$ cat config.mk
export PLATFORM = sky130hd
export DESIGN_NAME = integer_square_root_core_flat
export DESIGN_NICKNAME = d
export VERILOG_FILES = /design/src/isqrt_pkg.sv /design/src/isqrt_if.sv /design/src/isqrt_ctrl.sv /design/src/isqrt_dp.sv /design/src/integer_square_root_core.sv /design/src/flat_wrapper.sv
export SDC_FILE = /design/constraint.sdc
export NUM_CORES = 2
export LEC_CHECK = 0
export BUFFER_PORTS_ARGS = -buffer_cell sky130_fd_sc_hd__buf_2
export CAP_MARGIN = 5
export CORE_UTILIZATION = 55
export DETAILED_ROUTE_END_ITERATION = 8
export PLACE_DENSITY = 0.74
export REMOVE_ABC_BUFFERS = 1
export SLEW_MARGIN = 40
export SYNTH_ARGS = -nofsm -noshare
export SYNTH_HDL_FRONTEND = slang
export SYNTH_SLANG_ARGS = --single-unit
$ cat constraint.sdc
create_clock -name clk -period 8.95 [get_ports clk]
set_clock_uncertainty 0.2 [all_clocks]
set_input_delay 1.3425 -clock clk [delete_from_list [all_inputs] [get_ports clk]]
set_output_delay 1.3425 -clock clk [all_outputs]
set_load 0.02 [all_outputs]
$ cat src/isqrt_pkg.sv
`timescale 1ns / 1ps
`default_nettype none

package isqrt_pkg;

	// Field widths of the two channels; they do not follow the radicand width parameter.
	localparam int RADICAND_W = 64;
	localparam int ROOT_W     = 32;

	// Commands from the controller to the datapath.
	typedef struct packed {
		logic load;     // capture a new radicand and open the search interval
		logic square;   // form the midpoint and register its square
		logic update;   // compare the square and move one bound
		logic publish;  // copy the final lower bound into the result register
	} cmd_t;

	// Status from the datapath to the controller.
	typedef struct packed {
		logic done;     // the bounds have met
	} status_t;

endpackage

`default_nettype wire

$ cat src/isqrt_if.sv
`timescale 1ns / 1ps
`default_nettype none

interface isqrt_in_if;
	logic                                valid;
	logic                                ready;
	logic [isqrt_pkg::RADICAND_W-1:0]    radicand;

	modport source (output valid, output radicand, input ready);
	modport sink   (input valid, input radicand, output ready);
endinterface

interface isqrt_out_if;
	logic                            valid;
	logic                            ready;
	logic [isqrt_pkg::ROOT_W-1:0]    root;

	modport source (output valid, output root, input ready);
	modport sink   (input valid, input root, output ready);
endinterface

`default_nettype wire

$ cat src/isqrt_ctrl.sv
`timescale 1ns / 1ps
`default_nettype none

module isqrt_ctrl (
	input  wire logic               clk,
	input  wire logic               arst_n,
	input  wire logic               in_valid,
	output logic                    in_ready,
	output logic                    out_valid,
	input  wire logic               out_ready,
	input  wire isqrt_pkg::status_t status,
	output isqrt_pkg::cmd_t         cmd
);

	typedef enum logic [1:0] {
		IDLE,
		SQUARE,
		COMPARE
	} state_t;

	state_t state_q;
	logic   out_valid_q;
	logic   slot_free;

	assign slot_free = !out_valid_q || out_ready;
	assign in_ready  = (state_q == IDLE);
	assign out_valid = out_valid_q;

	always_comb begin
		cmd = '0;
		case (state_q)
			IDLE: begin
				cmd.load = in_valid;
			end
			SQUARE: begin
				if (status.done) begin
					cmd.publish = slot_free;
				end else begin
					cmd.square = 1'b1;
				end
			end
			COMPARE: begin
				cmd.update = 1'b1;
			end
			default: begin
				cmd = '0;
			end
		endcase
	end

	always_ff @(posedge clk or negedge arst_n) begin
		if (!arst_n) begin
			state_q     <= IDLE;
			out_valid_q <= 1'b0;
		end else begin
			case (state_q)
				IDLE: begin
					if (in_valid) begin
						state_q <= SQUARE;
					end
				end
				SQUARE: begin
					if (status.done) begin
						if (slot_free) begin
							state_q <= IDLE;
						end
					end else begin
						state_q <= COMPARE;
					end
				end
				COMPARE: begin
					state_q <= SQUARE;
				end
				default: begin
					state_q <= IDLE;
				end
			endcase

			if (cmd.publish) begin
				out_valid_q <= 1'b1;
			end else if (out_ready) begin
				out_valid_q <= 1'b0;
			end
		end
	end

endmodule

`default_nettype wire

$ cat src/isqrt_dp.sv
`timescale 1ns / 1ps
`default_nettype none

module isqrt_dp #(
	parameter int INPUT_BITS = 64,
	parameter int ROOT_BITS  = 32
) (
	input  wire logic                              clk,
	input  wire logic [isqrt_pkg::RADICAND_W-1:0]  radicand,
	input  wire isqrt_pkg::cmd_t                   cmd,
	output isqrt_pkg::status_t                     status,
	output logic [isqrt_pkg::ROOT_W-1:0]           root
);

	localparam int SQ_BITS = 2 * ROOT_BITS;

	logic [ROOT_BITS-1:0]          lo_q;
	logic [ROOT_BITS-1:0]          hi_q;
	logic [ROOT_BITS-1:0]          mid_q;
	logic [SQ_BITS-1:0]            sq_q;
	logic [SQ_BITS-1:0]            val_q;
	logic [isqrt_pkg::ROOT_W-1:0]  root_q;

	logic [ROOT_BITS:0]            sum;
	logic [ROOT_BITS-1:0]          mid;

	// Rounded-up midpoint of the current bounds.
	assign sum = {1'b0, lo_q} + {1'b0, hi_q} + (ROOT_BITS + 1)'(1);
	assign mid = sum[ROOT_BITS:1];

	assign status.done = (lo_q == hi_q);
	assign root        = root_q;

	always_ff @(posedge clk) begin
		if (cmd.load) begin
			val_q <= SQ_BITS'(radicand[INPUT_BITS-1:0]);
			lo_q  <= '0;
			hi_q  <= '1;
		end
		if (cmd.square) begin
			mid_q <= mid;
			sq_q  <= SQ_BITS'(mid) * SQ_BITS'(mid);
		end
		if (cmd.update) begin
			if (sq_q > val_q) begin
				hi_q <= mid_q - ROOT_BITS'(1);
			end else begin
				lo_q <= mid_q;
			end
		end
		if (cmd.publish) begin
			root_q <= isqrt_pkg::ROOT_W'(lo_q);
		end
	end

endmodule

`default_nettype wire

$ cat src/integer_square_root_core.sv
// Each accepted radicand beat runs a binary search for its root and ends in a valid
// root beat, with ROOT_BITS = (INPUT_BITS+1)/2.
// A new radicand is taken only after the previous search has published its root; each
// search round has a step in the squaring multiplier and a step in the compare.
// Reset: arst_n clears the controller and the output valid flag asynchronously.
`timescale 1ns / 1ps
`default_nettype none

module integer_square_root_core #(
	parameter int INPUT_BITS = 64
) (
	input  wire logic    clk,
	input  wire logic    arst_n,
	isqrt_in_if.sink     req,
	isqrt_out_if.source  rsp
);

	// The root needs half the radicand bits, rounded up.
	localparam int ROOT_BITS = (INPUT_BITS + 1) / 2;

	isqrt_pkg::cmd_t    cmd;
	isqrt_pkg::status_t status;

	// The controller sequences each search: it takes a radicand beat only when idle,
	// alternates between a squaring state and a compare state until the datapath
	// reports that the bounds have met, and then hands the lower bound to the output
	// register once it is free. The output register holds the root beat until the sink
	// takes it, so a new radicand may be accepted while the previous root still waits.
	isqrt_ctrl u_ctrl (
		.clk       (clk),
		.arst_n    (arst_n),
		.in_valid  (req.valid),
		.in_ready  (req.ready),
		.out_valid (rsp.valid),
		.out_ready (rsp.ready),
		.status    (status),
		.cmd       (cmd)
	);

	// The datapath keeps the search bounds, one multiplier that squares the
	// rounded-up midpoint, a registered square and the wide compare against the
	// masked radicand. Radicand bits above INPUT_BITS are dropped on capture.
	isqrt_dp #(
		.INPUT_BITS (INPUT_BITS),
		.ROOT_BITS  (ROOT_BITS)
	) u_dp (
		.clk      (clk),
		.radicand (req.radicand),
		.cmd      (cmd),
		.status   (status),
		.root     (rsp.root)
	);

	// A publish always raises the output valid flag in the following cycle.
	a_publish_valid: assert property (@(posedge clk) disable iff (!arst_n)
		cmd.publish |=> rsp.valid)
		else $error("root beat not presented after publish");

	// The controller issues at most one datapath command per cycle.
	a_cmd_onehot: assert property (@(posedge clk) disable iff (!arst_n)
		$onehot0({cmd.load, cmd.square, cmd.update, cmd.publish}))
		else $error("conflicting datapath commands");

	// Once a radicand is taken, no other is taken until its search completes.
	a_single_item: assert property (@(posedge clk) disable iff (!arst_n)
		(req.valid && req.ready) |=> !req.ready)
		else $error("radicand accepted while a search is running");

endmodule

`default_nettype wire

$ cat src/flat_wrapper.sv
// flat-port wrapper written by rule: the top's interface ports become plain ports
module integer_square_root_core_flat 
#(
	parameter int INPUT_BITS = 64
)
  (clk, arst_n, req_valid, req_radicand, req_ready, rsp_valid, rsp_root, rsp_ready);
  isqrt_in_if req_i ();
  isqrt_out_if rsp_i ();
  input  wire logic clk;
  input  wire logic arst_n;
  input wire logic [$bits(req_i.valid)-1:0] req_valid;
  input wire logic [$bits(req_i.radicand)-1:0] req_radicand;
  output wire logic [$bits(req_i.ready)-1:0] req_ready;
  output wire logic [$bits(rsp_i.valid)-1:0] rsp_valid;
  output wire logic [$bits(rsp_i.root)-1:0] rsp_root;
  input wire logic [$bits(rsp_i.ready)-1:0] rsp_ready;
  assign req_i.valid = req_valid;
  assign req_i.radicand = req_radicand;
  assign req_ready = req_i.ready;
  assign rsp_valid = rsp_i.valid;
  assign rsp_root = rsp_i.root;
  assign rsp_i.ready = rsp_ready;
  integer_square_root_core #(.INPUT_BITS(INPUT_BITS)) u_core (.clk(clk), .arst_n(arst_n), .req(req_i), .rsp(rsp_i));
endmodule
==> Flow_metrics.wiki <==
{| class="wikitable"
! Metric !! Value
|-
| Top cell type's share of synthesized area || 39.8%
|-
| Cell total after placement || 5,784
|-
| Critical-path maximum fanout || 7
|-
| Later-pin clock latency in the skew report || 0.62 ns
|-
| Pin count of the biggest net entering global routing || 72
|-
| Worst Path Required || 9.09 ns
|-
| Wirelength, routed || 126,000 µm
|-
| Post-synthesis async set-or-reset flop share || 1.17%
|-
| 1st-pass router iterations || 6
|-
| Post-Synthesis Cells || 4,127
|-
| Shortest clock period the worst path allows after layout || 10.39 ns
|-
| Number of nets in the layout || 6,194
|-
| Number of top-level design ports || 102
|-
| Flip-flop cell with the highest count after synthesis || sky130_fd_sc_hd__edfxtp_1
|-
| Number of synthesized register bits || 257
|-
| Status || complete, but fails checks
|-
| Type of the most critical hold path || reg2reg
|-
| Die outline area || 0.0742 mm²
|-
| Slowest stage cell, crit path || sky130_fd_sc_hd__fa_1
|-
| Worst r2r path cells || 39
|-
| Clock-pin slew on the worst setup and hold paths || 0.06 ns
|-
| Drt initial violations || 2,556
|-
| Hold-fix buffers, CTS || 0
|-
| Area fraction in compound gates after synthesis || 6.70%
|-
| Post-synthesis simple-gate area fraction || 9.51%
|-
| Via count of the first global-routing pass || 34.8k
|-
| Vias per cell || 5.41
|-
| Port Buffers || 101
|-
| Final-layout fill cell count || 5,090
|-
| Count of flip-flops with a built-in enable after synthesis || 190
|-
| Die boundary width || 272 µm
|-
| Core footprint || 0.0720 mm²
|-
| Post-synthesis xor/xnor area fraction || 3.27%
|-
| Total number of clock tree sinks || 257
|-
| Layout Cells excl Fill || 5,923
|-
| Main area contributors after synthesis || sky130_fd_sc_hd__fa_1, sky130_fd_sc_hd__edfxtp_1, sky130_fd_sc_hd__ha_1, sky130_fd_sc_hd__inv_1, sky130_fd_sc_hd__nand2_1
|-
| Slew HR || 44.5%
|-
| Number of max-slew violations in the final report || 0
|-
| RSZ-0062 raised after global routing || true
|-
| Mux contribution to synthesized area || 0.0498%
|-
| Overall routing resource usage || 34.6%
|-
| Synthesized area per cell || 9.75 µm²
|-
| Kind of start point of the critical path || register
|-
| Combinational family with the most area after synthesis || adder cells
|-
| Utilization after layout || 71.0%
|-
| Starting utilization of the core area || 55.9%
|-
| Detail Placement HPWL || 104,000 µm
|-
| Most frequent cells after synthesis || sky130_fd_sc_hd__inv_1, sky130_fd_sc_hd__fa_1, sky130_fd_sc_hd__ha_1, sky130_fd_sc_hd__nand2_1, sky130_fd_sc_hd__nor2_1
|-
| Number of antenna violations at the first check in global routing || 4
|-
| Largest area contributor in the synthesized netlist || sky130_fd_sc_hd__fa_1
|-
| Routed wire length per instance || 21.3 µm
|-
| Post-synthesis adder-cell area fraction || 51.5%
|-
| Routed Antenna Nets || 0
|-
| FMAX || 0.0963 GHz
|-
| Root Buffer Master || sky130_fd_sc_hd__clkbuf_16
|-
| Weighted congestion reported at the end of routability-driven placement || 1.03
|-
| H-tree Lvls || 1
|-
| Number of different library cells in the post-synthesis netlist || 74
|-
| Count of standard-cell rows || 98
|-
| Wire length of the first global-routing pass || 193,000 µm
|-
| Synth Cell Area || 0.0402 mm²
|-
| CP Capture Type || register
|-
| Delay of the slowest cell on the worst path || 0.57 ns
|-
| Fin. Hold Viols || 0
|-
| Sequential element share of the synthesized area || 17.6%
|-
| Register area || 0.00707 mm²
|-
| Fin Setup TNS || -31.75 ns
|-
| Transition time of the tightest slew-check pin || 0.832 ns
|-
| Violated checks || negative setup slack
|-
| Critical path type || reg2reg
|-
| Area used by multi-input combinational logic || 0.0306 mm²
|-
| Setup ws final || -1.44 ns
|-
| Critical Path Most Common Cell || sky130_fd_sc_hd__fa_1
|-
| Overall via count from detail_route || 32.0k
|-
| TritonCTS clock tree || yes
|-
| Antenna diode count || 0
|-
| Library cell with the highest instance count after synthesis || sky130_fd_sc_hd__inv_1
|-
| Number of clock buffers inserted by TritonCTS || 30
|-
| Post-detailed-route DRC marker count || 0
|-
| CTS max path bufs || 3
|-
| Worst Path Arrival || 10.53 ns
|-
| Total of max-cap violations || 0
|-
| Tcrit/Tclk final || 116%
|-
| Vertical extent of the die || 272 µm
|-
| Share of layout cells above drive strength 1 || 26.5%
|-
| Synth Warn # || 0
|-
| Area added between synthesis and finish || 27.0%
|-
| Setup violations, final || 42
|-
| Worst hold path depth || 0
|-
| Residual overflow from global routing || 0
|}
-- layout make-up --
class | instances | share of cell area (%)
clock buffers | 39 | 1.64
multi-input cells | 2660 | 59.8
repair buffers | 916 | 14.1
clock inverters | 17 | 0.313
well taps | 950 | 2.33
flip-flops and latches | 257 | 13.8
inverters | 1084 | 7.99
-- state kept, by name, summed over array words and instances, names as in the netlist --
name,flops
u_core.u_ctrl.out_valid,1
u_core.u_dp.val_q,64
u_core.u_dp.hi_q,32
u_core.u_dp.root,32
u_core.u_ctrl.state_q,2
u_core.u_dp.lo_q,32
u_core.u_dp.sq_q,62
u_core.u_dp.mid_q,32
-- cells in the final DEF, fill, tap and decap left out, drive strengths merged, types with 13 or more instances in the layout --
| cell | netlist | routed |
|---|---|---|
| and3 | 15 | 15 |
| nand2b | 13 | 13 |
| nand2 | 375 | 375 |
| ha | 377 | 377 |
| clkinv | 10 | 22 |
| a21o | 88 | 88 |
| clkbuf | 103 | 39 |
| nor2 | 359 | 359 |
| o21bai | 20 | 20 |
| inv | 1074 | 1077 |
| nor2b | 18 | 18 |
| nand3 | 32 | 32 |
| xnor2 | 85 | 85 |
| dfxtp | 64 | 64 |
| nand4 | 31 | 31 |
| xor2 | 61 | 61 |
| o21ai | 92 | 92 |
| nor4 | 19 | 19 |
| nor3 | 24 | 24 |
| edfxtp | 190 | 190 |
| buf | 23 | 916 |
| fa | 800 | 800 |
| a21oi | 143 | 143 |
-- repair_timing --
item,4_1_cts,5_1_grt
gates resized for setup,328,169
pin swaps,148,86
endpoints found under the setup margin,44,48
gates cloned,1,0
buffers inserted,62,38
-- stage by stage --
stage          instance area (µm²)  hold slack (ns)  worst slack (ns)
3_5_place_dp                 47300            0.230             -1.91
6_report                     51100            0.243             -1.44
3_3_place_gp                 47300            0.213             -2.09
5_1_grt                      51100            0.248             -1.57
4_1_cts                      50200            0.243             -1.27
2_1_floorplan                39700            0.208             -1.35
-- final timing paths --
| kind | startpoint | to | slack, ns |
|---|---|---|---|
| max in group asynchronous | arst_n | u_core.u_ctrl.state_q[1] | 8.11 |
| hold / removal | u_core.u_dp.lo_q[0] | u_core.u_dp.root[0] | 0.24 |
| hold reg to reg | u_core.u_dp.lo_q[0] | u_core.u_dp.root[0] | 0.24 |
| setup / recovery | u_core.u_dp.lo_q[0] | u_core.u_dp.sq_q[57] | -1.44 |
| min in group asynchronous | arst_n | u_core.u_ctrl.state_q[0] | 0.32 |
| setup reg to reg | u_core.u_dp.lo_q[0] | u_core.u_dp.sq_q[57] | -1.44 |
-- logic make-up (layout without fill, tap and decap cells) --
group,count (synthesis),after routing
flops,257,257
simple gates,912,912
xor+xnor,146,146
fa+ha+maj,1177,1177
buf+inv,1210,2056
compound gates,423,423
mux,2,2
-- per-layer routing --
metal | share of wire, % | routed length, µm | track usage (%)
met1 | 36 | 45900 | 42.1
met2 | 49 | 62200 | 58.8
met3 | 8.1 | 10200 | 6.86
met4 | 6.0 | 7560 | 16.9
met5 | 0.042 | 53 | 0
-- worst max-delay path, delay by kind of cell, from the launching register on --
kind	cells	cell delay (ns)
xor+xnor	2	0.32
simple gates	5	0.99
buf+inv	8	0.82
fa+ha+maj	11	4.82
flops	1	0.33
compound gates	13	2.60
Power is left out: the tool's default activity adds up to more than one toggle a clock period on the data nets, which glitch-free logic cannot reach.
